### src/rtl/arcp_pkg.sv
// package for the abacus row cluster placer
// constants, command and status types shared by controller and datapath
package arcp_pkg;

  localparam int unsigned MaxCellsDef = 64;
  localparam int unsigned FracBitsDef = 8;
  localparam int unsigned CoordW      = 20;
  localparam int unsigned IdxOutW     = 6;
  localparam int unsigned LegalXW     = 22;
  localparam int unsigned CfgIdxW     = 1;

  localparam logic [CfgIdxW-1:0] CfgSubrowLeft  = 1'b0;
  localparam logic [CfgIdxW-1:0] CfgSubrowRight = 1'b1;

  localparam logic KindClear = 1'b0;
  localparam logic KindAdd   = 1'b1;

  typedef enum logic [3:0] {
    CmdNone   = 4'd0,
    CmdClear  = 4'd1,
    CmdLoad   = 4'd2,
    CmdRdTop  = 4'd3,
    CmdInsert = 4'd4,
    CmdDivGo  = 4'd5,
    CmdPlace  = 4'd6,
    CmdRdPrev = 4'd7,
    CmdMerge  = 4'd8,
    CmdEmitGo = 4'd9,
    CmdEmitNx = 4'd10
  } cmd_e;

  typedef struct packed {
    logic full;
    logic new_cluster;
    logic div_done;
    logic overlap;
    logic at_bottom;
    logic emit_last;
  } stat_t;

endpackage

### src/rtl/arcp_ctrl.sv
// controller of the abacus row cluster placer: sequences insert,
// settle and emit; uses arcp_pkg
module arcp_ctrl import arcp_pkg::*; (
  input  logic  clk_i,
  input  logic  rst_ni,
  input  logic  in_valid_i,
  input  logic  in_kind_i,
  output logic  in_ready_o,
  output logic  out_valid_o,
  input  logic  out_ready_i,
  output logic  out_full_o,
  output logic  out_last_o,
  input  stat_t stat_i,
  output cmd_e  cmd_o
);

  typedef enum logic [9:0] {
    StIdle  = 10'b0000000001,
    StRdTop = 10'b0000000010,
    StIns   = 10'b0000000100,
    StDiv   = 10'b0000001000,
    StWait  = 10'b0000010000,
    StPlace = 10'b0000100000,
    StRdPrv = 10'b0001000000,
    StCheck = 10'b0010000000,
    StEmit  = 10'b0100000000,
    StFull  = 10'b1000000000
  } state_e;

  state_e state_q, state_d;
  logic go_q, go_d;

  assign in_ready_o  = (state_q == StIdle);
  assign out_valid_o = (state_q == StEmit && !go_q) || (state_q == StFull);
  assign out_full_o  = (state_q == StFull);
  assign out_last_o  = (state_q == StFull) || stat_i.emit_last;

  always_comb begin
    state_d = state_q; cmd_o = CmdNone; go_d = 1'b0;
    unique case (state_q)
      StIdle: if (in_valid_i) begin
        if (in_kind_i == KindClear) cmd_o = CmdClear;
        else if (stat_i.full) state_d = StFull;
        else state_d = StIns;
      end
      StRdTop: begin cmd_o = CmdRdTop; state_d = StDiv; end
      StIns: begin
        cmd_o = CmdInsert;
        if (stat_i.new_cluster) begin state_d = StEmit; go_d = 1'b1; end
        else state_d = StDiv;
      end
      StDiv: begin cmd_o = CmdDivGo; state_d = StWait; end
      StWait: if (stat_i.div_done) state_d = StPlace;
      StPlace: begin
        cmd_o = CmdPlace;
        if (stat_i.at_bottom) begin state_d = StEmit; go_d = 1'b1; end
        else state_d = StRdPrv;
      end
      StRdPrv: begin cmd_o = CmdRdPrev; state_d = StCheck; end
      StCheck: begin
        if (stat_i.overlap) begin cmd_o = CmdMerge; state_d = StDiv; end
        else begin state_d = StEmit; go_d = 1'b1; end
      end
      StEmit: begin
        if (go_q) cmd_o = CmdEmitGo;
        else if (out_ready_i) begin
          if (stat_i.emit_last) state_d = StIdle;
          else cmd_o = CmdEmitNx;
        end
      end
      StFull: if (out_ready_i) state_d = StIdle;
      default: state_d = StIdle;
    endcase
  end

  always_ff @(posedge clk_i or negedge rst_ni) begin
    if (!rst_ni) begin
      state_q <= StIdle; go_q <= 1'b0;
    end else begin
      state_q <= state_d; go_q <= go_d;
    end
  end

endmodule

### config.mk
export PLATFORM = sky130hd
export DESIGN_NAME = arcp_ctrl
export DESIGN_NICKNAME = d
export VERILOG_FILES = /design/src/rtl/arcp_pkg.sv /design/src/rtl/arcp_ctrl.sv
export SDC_FILE = /design/constraint.sdc
export NUM_CORES = 1
export LEC_CHECK = 0
export BUFFER_PORTS_ARGS = -buffer_cell sky130_fd_sc_hd__clkbuf_2
export CAP_MARGIN = 20
export CORE_MARGIN = 3
export CORE_UTILIZATION = 53
export DETAILED_ROUTE_END_ITERATION = 8
export PLACE_DENSITY = 0.79
export RECOVER_POWER = 100
export SETUP_SLACK_MARGIN = 0.02
export SLEW_MARGIN = 40
export SYNTH_ARGS = -nofsm -noshare
export SYNTH_HDL_FRONTEND = slang
export SYNTH_SLANG_ARGS = --single-unit
### constraint.sdc
create_clock -name clk_i -period 3.95 [get_ports clk_i]
set_input_delay 0.79 -clock clk_i [delete_from_list [all_inputs] [get_ports clk_i]]
set_output_delay 0.79 -clock clk_i [all_outputs]
set_load 0.02 [all_outputs]
# Word-level counts from Yosys, hierarchy flattened
# Index checks and enable logic that the tools add are counted.
# Widths: inputs -> output; s select.
[op_classes]
n_eq_ne = 17
mux = 23
reduce_logical = 5
[op_table]
columns = ["op", "count"]
rows = [
  ["$pmux 10 s10", 1],
  ["$mux 10", 8],
  ["$pmux 4 s8", 1],
  ["$mux 9", 3],
  ["$mux 4", 4],
  ["$ne 2x2->1 const B", 7],
  ["$eq 10x1->1 const B", 1],
  ["$eq 10x10->1 const B", 1],
  ["$eq 10x2->1 const B", 1],
  ["$eq 10x3->1 const B", 1],
  ["$eq 10x4->1 const B", 1],
  ["$eq 10x5->1 const B", 1],
  ["$eq 10x6->1 const B", 1],
  ["$eq 10x7->1 const B", 1],
  ["$eq 10x8->1 const B", 1],
  ["$eq 10x9->1 const B", 1],
  ["$reduce_and 7->1", 1],
  ["$mux 1", 5],
  ["$pmux 1 s3", 1],
  ["$logic_or 1x1->1", 2],
  ["$logic_and 1x1->1", 1],
  ["$logic_not 1->1", 1],
]
[word_totals]
register_bits = 11
input_bits = 11
out_inout_bits = 8
wordCells = 47

# Depth between registers and ports, before layout
# Gate-level depths: netlist of run 1.
[depth]
depth_word = 4
ltp_mapped = 6
depth_no_buf = 5

# Least setup slack after synthesis of run 1
# Ideal clock, no wire load.
[synth_timing]
path_type = "input -> output"
start = "input port out_ready_i"
end = "output port cmd_o[1]"
t_arrival_ps = 1725
slack_ps = 1435
cell_stages = 5
path_cell_list = "nor2b_1 nand4b_1 a21oi_1 a21oi_1 nor3b_1"
[synth_between]
elab_chain_cells = 3
[synth_rtl]
columns = ["item", "line_no", "rtl"]
rows = [
  ["from (decl)", "arcp_ctrl.sv:10", "input logic out_ready_i,"],
  ["$mux 4", "arcp_ctrl.sv:66", "else if (out_ready_i) begin"],
  ["$mux 4", "arcp_ctrl.sv:65", "if (go_q) cmd_o = CmdEmitGo;"],
  ["$pmux 4 s8", "arcp_ctrl.sv:40", "unique case (state_q)"],
  ["to (decl)", "arcp_ctrl.sv:14", "output cmd_e cmd_o"],
]
# No other way between the ends.

# Worst setup path after layout of run 1
[layout_timing]
start = "register state_q[5]"
end = "output port cmd_o[0]"
[layout_between]
elab_chain_cells = 2
elab_cells_between_ends = 9
classes_between = "8 x eq/ne; 1 x mux"
[layout_rtl]
columns = ["item", "line_no", "rtl"]
rows = [
  ["from (decl)", "arcp_ctrl.sv:30", "state_e state_q, state_d;"],
  ["from (signal assigned)", "arcp_ctrl.sv:80", "state_q <= state_d; go_q <= go_d;"],
  ["$eq 10x9->1, or another cell as far along", "arcp_ctrl.sv:40", ""],
  ["$pmux 4 s8 (*)", "arcp_ctrl.sv:40", ""],
]
# Every way passes the cells marked *; elsewhere a longest branch is shown, timed or not.

==> results of run 1 <==
-- worst max-delay path, cell delays in order, from the launching register on --
cell and delay (ns):
dfrtp_1 0.46, nor4_1 0.61, nand2_2 0.16, nor4_1 0.35
nor2_1 0.07, o21ai_0 0.08, clkbuf_1 0.25
-- routing by layer --
metal	GRT usage [%]	part of all wire, %
met2	34.6	46
met3	8.13	8.0
met5	0	0
met1	26.6	45
met4	7.83	1.4
-- stage by stage --
step                      setup WS (ns)  util, %  total power, mW  cells  instance area (sq um)
final                             0.907     62.3            0.482    120                    831
after CTS                          1.22     65.8            0.503    120                    877
after global routing              0.752     62.3            0.525    120                    831
after detailed placement           1.35     63.8            0.427    116                    851
after floorplan                    1.44        -            0.361     86                    766
after global placement             1.38     63.8            0.418    116                    851
-- final cells by class --
| class | instances | area [sq um] |
|---|---|---|
| fill | 130 | 503 |
| multi-input combinational | 65 | 424 |
| sequential | 10 | 251 |
| timing repair buffer | 18 | 80.1 |
| inverter | 8 | 30.0 |
| clock buffer | 4 | 26.3 |
| tap | 15 | 18.8 |
-- Yosys cell counts (2+ instances only) --
library cell  instances
inv_1                 7
nor3_1                4
nand2_1               3
nand4_1               4
nand4b_1              2
nand3_1               4
nor2_1                9
nor2b_1               2
o21ai_0               4
dfrtp_1               9
a21oi_1               4
nor3b_1               2
mux2i_1               2
nor4_1                2
-- registers in the layout (all words and copies together) (netlist names) --
register / cells
state_q: 9
go_q: 1
-- power by group through the flow --
stage | combinational, mW | clock (mW) | sequential [mW]
floorplan | 0.210 | 0 | 0.151
global placement | 0.256 | 0 | 0.162
detailed placement | 0.263 | 0 | 0.164
CTS | 0.264 | 0.0769 | 0.162
global route | 0.279 | 0.0820 | 0.164
finish | 0.247 | 0.0738 | 0.161
-- how the worst max path moves through the flow --
| stage | startpoint | end | slack [ns] | depth (start not counted) |
|---|---|---|---|---|
| floorplan | out_ready_i | cmd_o[1] | 1.44 | 5 |
| finish | state_q[5] | cmd_o[0] | 0.91 | 6 |
| detailed placement | in_valid_i | cmd_o[0] | 1.35 | 7 |
| global route | state_q[5] | cmd_o[0] | 0.75 | 6 |
| CTS | state_q[4] | cmd_o[3] | 1.22 | 5 |
| global placement | in_valid_i | cmd_o[0] | 1.38 | 7 |
-- cells by family after synthesis --
kind of cell / after synthesis
AO/OA/AOI/OAI: 16
XOR/XNOR: 2
flip-flops: 10
multiplexers: 2
buffers and inverters: 11
AND/OR/NAND/NOR: 45
==> summary.md, run 1 <==
| Metric | Value |
|---|---|
| Gr usage total | a little over a fifth |
| Worst relative slew slack | 56.8% |
| Post-DP HPWL | 1.38 mm |
| Post-Syn Instances | 86 |
| DR iter-0 viols | 19 |
| Total setup buffers inserted after CTS | 0 |
| Worst Skew | 0.00621 ns |
| Sw Share | 45.2% |
| Simple-Gate Fraction of Synth Area | 39.2% |
| Number of synthesized register bits | 10 |
| Largest family of logic cells by synthesized area | simple AND/OR/NAND/NOR gates |
| Complex-gate fraction of the synthesized area | 16.0% |
| Commonest non-fill, non-tap cells in the layout | nor2_1, clkbuf_2, clkbuf_1, dfrtp_1, inv_1 |
| Critical Path Fanout Max | 7 |
| CTS resizes | 0 |
| Crit Path Class | reg -> out |
| Lkg Pwr | 0.393 nW |
| Via density | between 5 and 6 |
| Pre-antenna DRT Iters | 4 |
| Slew @ Worst Pin | 0.642 ns |
| Startpoint Class | flop |
| Final setup viols | 0 |
| RR Endpoint | state_q[0] |
| Mux share of post-synthesis cell area | 2.61% |
| Worst min path class | in -> async |
| XOR/XNOR share of the synthesized area | 2.29% |
| Slew Limit Fails | 0 |
| Synthesized area per cell | 8.90 sq um |
| Syn_nets | 97 |
| Clock buffer count from CTS | 3 |
| First-pass GRT wire length | 3.05 mm |
| CTS max path bufs | 2 |
| P&R area growth vs syn | 8.50% |
| Initial core utilization | 57.4% |
| Outcome | finished clean |
| Final wirelength | ~1.8 mm |
| Number of port buffers | 18 |
| Switching power | 0.218 mW |
| Post-synth top area share | 29.4% |
| Clock Sinks | 10 |
| Setup TNS | 0 ns |
| Area contributors post-synth | dfrtp_1, nor2_1, dfstp_2 |
| Cell Int Power | around 0.26 mW |
| Data arrival, critical path | 2.25 ns |
| Reg2Reg Depth | 4 |
| Crit path required time | 3.16 ns |
| Antenna cells | 0 |
| Peak supply drop | 0.000373 V |
| Pin count of the biggest net entering global routing | 11 |
| RSZ-0062 raised after global routing | false |
| Reg clk slew, reported paths | 0.06 ns |
| Via count | 719 |
| Post-route ant nets | 0 |
| Minimum clock period | 3.04 ns |
| FP Rows | 13 |
| Fmax achieved | ~330 MHz |
| Die Span X | 44.0 um |
| Total die area | 1940 sq um |
| FF-to-FF Start | state_q[5] |
| Post-Synth Adder-Cell Area | 0% |
| Nets | around 120 |
| WL per Instance | roughly 15 um |
| Crit share post-route | 77.0% |
| Worst-Skew Late Latency | 0.27 ns |
| Final Hold Fails | 0 |
| Reg2Reg Setup Slack | between 1.5 and 2 ns |
| Ys Warns | 0 |
| # hold bufs at CTS | 0 |
| Synth unique cells | 42 |
| Gp weighted congestion | 0.851 |
| Cell area after synthesis | 766 sq um |
| Sequential element share of the synthesized area | 32.8% |
| Drt drc | 0 |
| Htree depth | 1 |
| Core area | 1330 sq um |
| Initial antenna violation count | 0 |
| Die Span Y | between 40 and 50 um |
| Number of synthesized flops with an enable pin | 0 |
| Endpoint class of the critical path | output port |
| Layout cell share with drive strength beyond 1 | 19.0% |
| Root Driver | clkbuf_4 |
| Post-synth top area cell | dfrtp_1 |
| PD cells | 580 nW/um^2 |
| TritonCTS clock tree | built |
| Clk network pwr share | 15.3% |
| Max cap viols | 0 |
| Io pins | 19 |
| Ys async rst share | 100% |
| Grt ovf | 0 |
| Gate power share | 51.2% |
| Fin Hold WS | 0.472 ns |
| Number of global-route vias before repair | 699 |
| Synth Flop Type | dfrtp_1 |
| Sequential share of power | about a third |
No activity file was read; power rests on OpenSTA's default activity.
==> run 2: changes to the inputs <==
CORE_UTILIZATION = 51   (was 53)
PLACE_DENSITY = 0.77   (was 0.79)
clock period = 3.1 ns   (was 3.95 ns; I/O delays follow)
==> run 2 against run 1 <==
  * Combinational power is 21% higher
  * First-iteration DRC count is 26% lower
  * Via count is 0.42% higher
  * Count of clock-buffer cells in the layout stayed put
  * Core utilization is 0.57 points lower
  * Routed wire length is 2.3% higher
==> summary.md, run 2 (synthesis gave the netlist of run 1 again) <==
| Metric | Value |
|---|---|
| Post-DP Area | 851 sq um (unchanged) |
| Post-route setup slack | 0.397 ns (-0.510 ns) |
| Worst relative slew slack | 62.4% (+5.6 points) |
| Fin Hold WS | 0.310 ns (-0.162 ns) |
| Gr usage total | 21.4% (-0.28 points) |
| Most common cell after layout, fill and taps aside | clkbuf_2 |
| PD cells | 715 nW/um^2 (+23%) |
| Post-DP HPWL | 1.42 mm (+2.8%) |
| Data arrival, critical path | 2.08 ns (-0.17 ns) |
| WL per Instance | 15.0 um (+2.3%) |
| Nets | 117 (unchanged) |
| Reg2Reg Depth | 5 (+1) |
| Die Span X | 44.8 um (+1.7%) |
| RR Endpoint | state_q[8] |
| Worst min path class | in -> async |
| Clock buffer count from CTS | 3 (unchanged) |
| Setup TNS | 0 ns (unchanged) |
| Largest register by flop count | state_q |
| Final Cell Area | 833 sq um (+0.30%) |
| Final core utilization | 61.7% (-0.57 points) |
| Commonest non-fill, non-tap cells in the layout | clkbuf_2, nor2_1, dfrtp_1 |
| Total setup buffers inserted after CTS | 0 (unchanged) |
| Antenna cells | 0 (unchanged) |
| Max cap viols | 0 (unchanged) |
| Post-route ant nets | 0 (unchanged) |
| Initial core utilization | 56.7% (-0.69 points) |
| Number of fill cells in the layout | 130 (unchanged) |
| Root Driver | clkbuf_4 |
| CTS max path bufs | 2 (unchanged) |
| Outcome | finished clean |
| Placed Cells incl. Taps | 116 (unchanged) |
| Peak supply drop | 0.000500 V (+34%) |
| Biggest regs | state_q: 9 flops, go_q: 1 flops |
| Core area | 1350 sq um (+1.2%) |
| P&R area growth vs syn | 8.82% |
| Pre-antenna DRT Iters | 4 (unchanged) |
| Layout cell share with drive strength beyond 1 | 18.1% (-0.95 points) |
| Worst-Skew Late Latency | 0.27 ns (about the same) |
| Fin cells | 120 (unchanged) |
| Die Span Y | 44.8 um (+1.7%) |
| Gp weighted congestion | 0.856 (+0.49%) |
| Io pins | 19 (unchanged) |
| CTS resizes | 0 (unchanged) |
| Drt drc | 0 (unchanged) |
| Startpoint Class | flop |
| Max reg flops | 9 (unchanged) |
| Via density | 6.02 (+0.42%) |
| Number of port buffers | 18 (unchanged) |
| Worst Skew | 0.0123 ns (+0.00604 ns) |
| Slew Limit Fails | 0 (unchanged) |
| Pin count of the biggest net entering global routing | 11 (unchanged) |
| RSZ-0062 raised after global routing | false |
| Power consumption | 0.596 mW (+24%) |
| Clock Sinks | 10 (unchanged) |
| First-pass GRT wire length | 3.13 mm (+2.7%) |
| Final wirelength | 1.81 mm (+2.3%) |
| Crit Path Class | reg -> out |
| FF-to-FF Start | state_q[9] |
| DR iter-0 viols | 14 (-5) |
| Crit share post-route | 87.2% |
| Crit path required time | 2.48 ns (-0.68 ns) |
| Final setup viols | 0 (unchanged) |
| Via count | 722 (+0.42%) |
| Fmax achieved | around 370 MHz |
| Endpoint class of the critical path | output port |
| # hold bufs at CTS | 0 (unchanged) |
| Initial antenna violation count | 0 (unchanged) |
| Grt ovf | 0 (unchanged) |
| Number of global-route vias before repair | 729 (+4.3%) |
| Total die area | 2000 sq um (+3.4%) |
| Critical Path Fanout Max | 8 (+1) |
| Slew @ Worst Pin | 0.564 ns (-0.0781 ns) |
| TritonCTS clock tree | built |
| Minimum clock period | about 2.7 ns |
| Final Hold Fails | 0 (unchanged) |
| Lkg Pwr | 0.392 nW (about the same) |
| Reg clk slew, reported paths | 0.07 ns (about the same) |
| Htree depth | 1 (unchanged) |
| Reg2Reg Setup Slack | 1.15 ns (-0.72 ns) |
| Post-place setup slack | 0.848 ns (-0.499 ns) |
| FP Rows | 13 (unchanged) |
==> run 2: per-layer routing <==
metal,track usage (%),part of all wire (%)
met2,35.8,46
met3,2.39,8.5
met1,28.5,44
met4,7.23,1.1
met5,0,0
==> run 2: worst max-delay path by stage <==
stage,startpoint,to,slack (ns),cells after the start
after floorplan,state_q[4],cmd_o[3],0.91,5
after global placement,state_q[4],cmd_o[3],0.86,5
after detailed placement,in_valid_i,cmd_o[0],0.85,7
after CTS,state_q[4],cmd_o[3],0.56,5
after global routing,state_q[9],cmd_o[3],0.24,5
final,state_q[9],cmd_o[3],0.40,5
==> run 2: worst max-delay path, stage by stage (launching register included) <==
cell and delay [ns]:
dfrtp_1 0.45, or2_0 0.31, nor4b_1 0.53, nand4_1 0.22, o21ai_0 0.12, clkbuf_2 0.19
==> run 2: layout make-up <==
type	count	area [sq um]	area share (%)
Timing Repair Buffer	18	81.3	9.76
Tap cell	15	18.8	2.25
Inverter	8	30.0	3.60
Sequential cell	10	251	30.2
Multi-Input combinational cell	65	425	51.1
Clock buffer	4	26.3	3.15
==> run 2: report_power, final <==
group,internal [mW],switching [mW]
Clock,0.0496,0.0450
Combinational,0.111,0.188
Sequential,0.159,0.0428
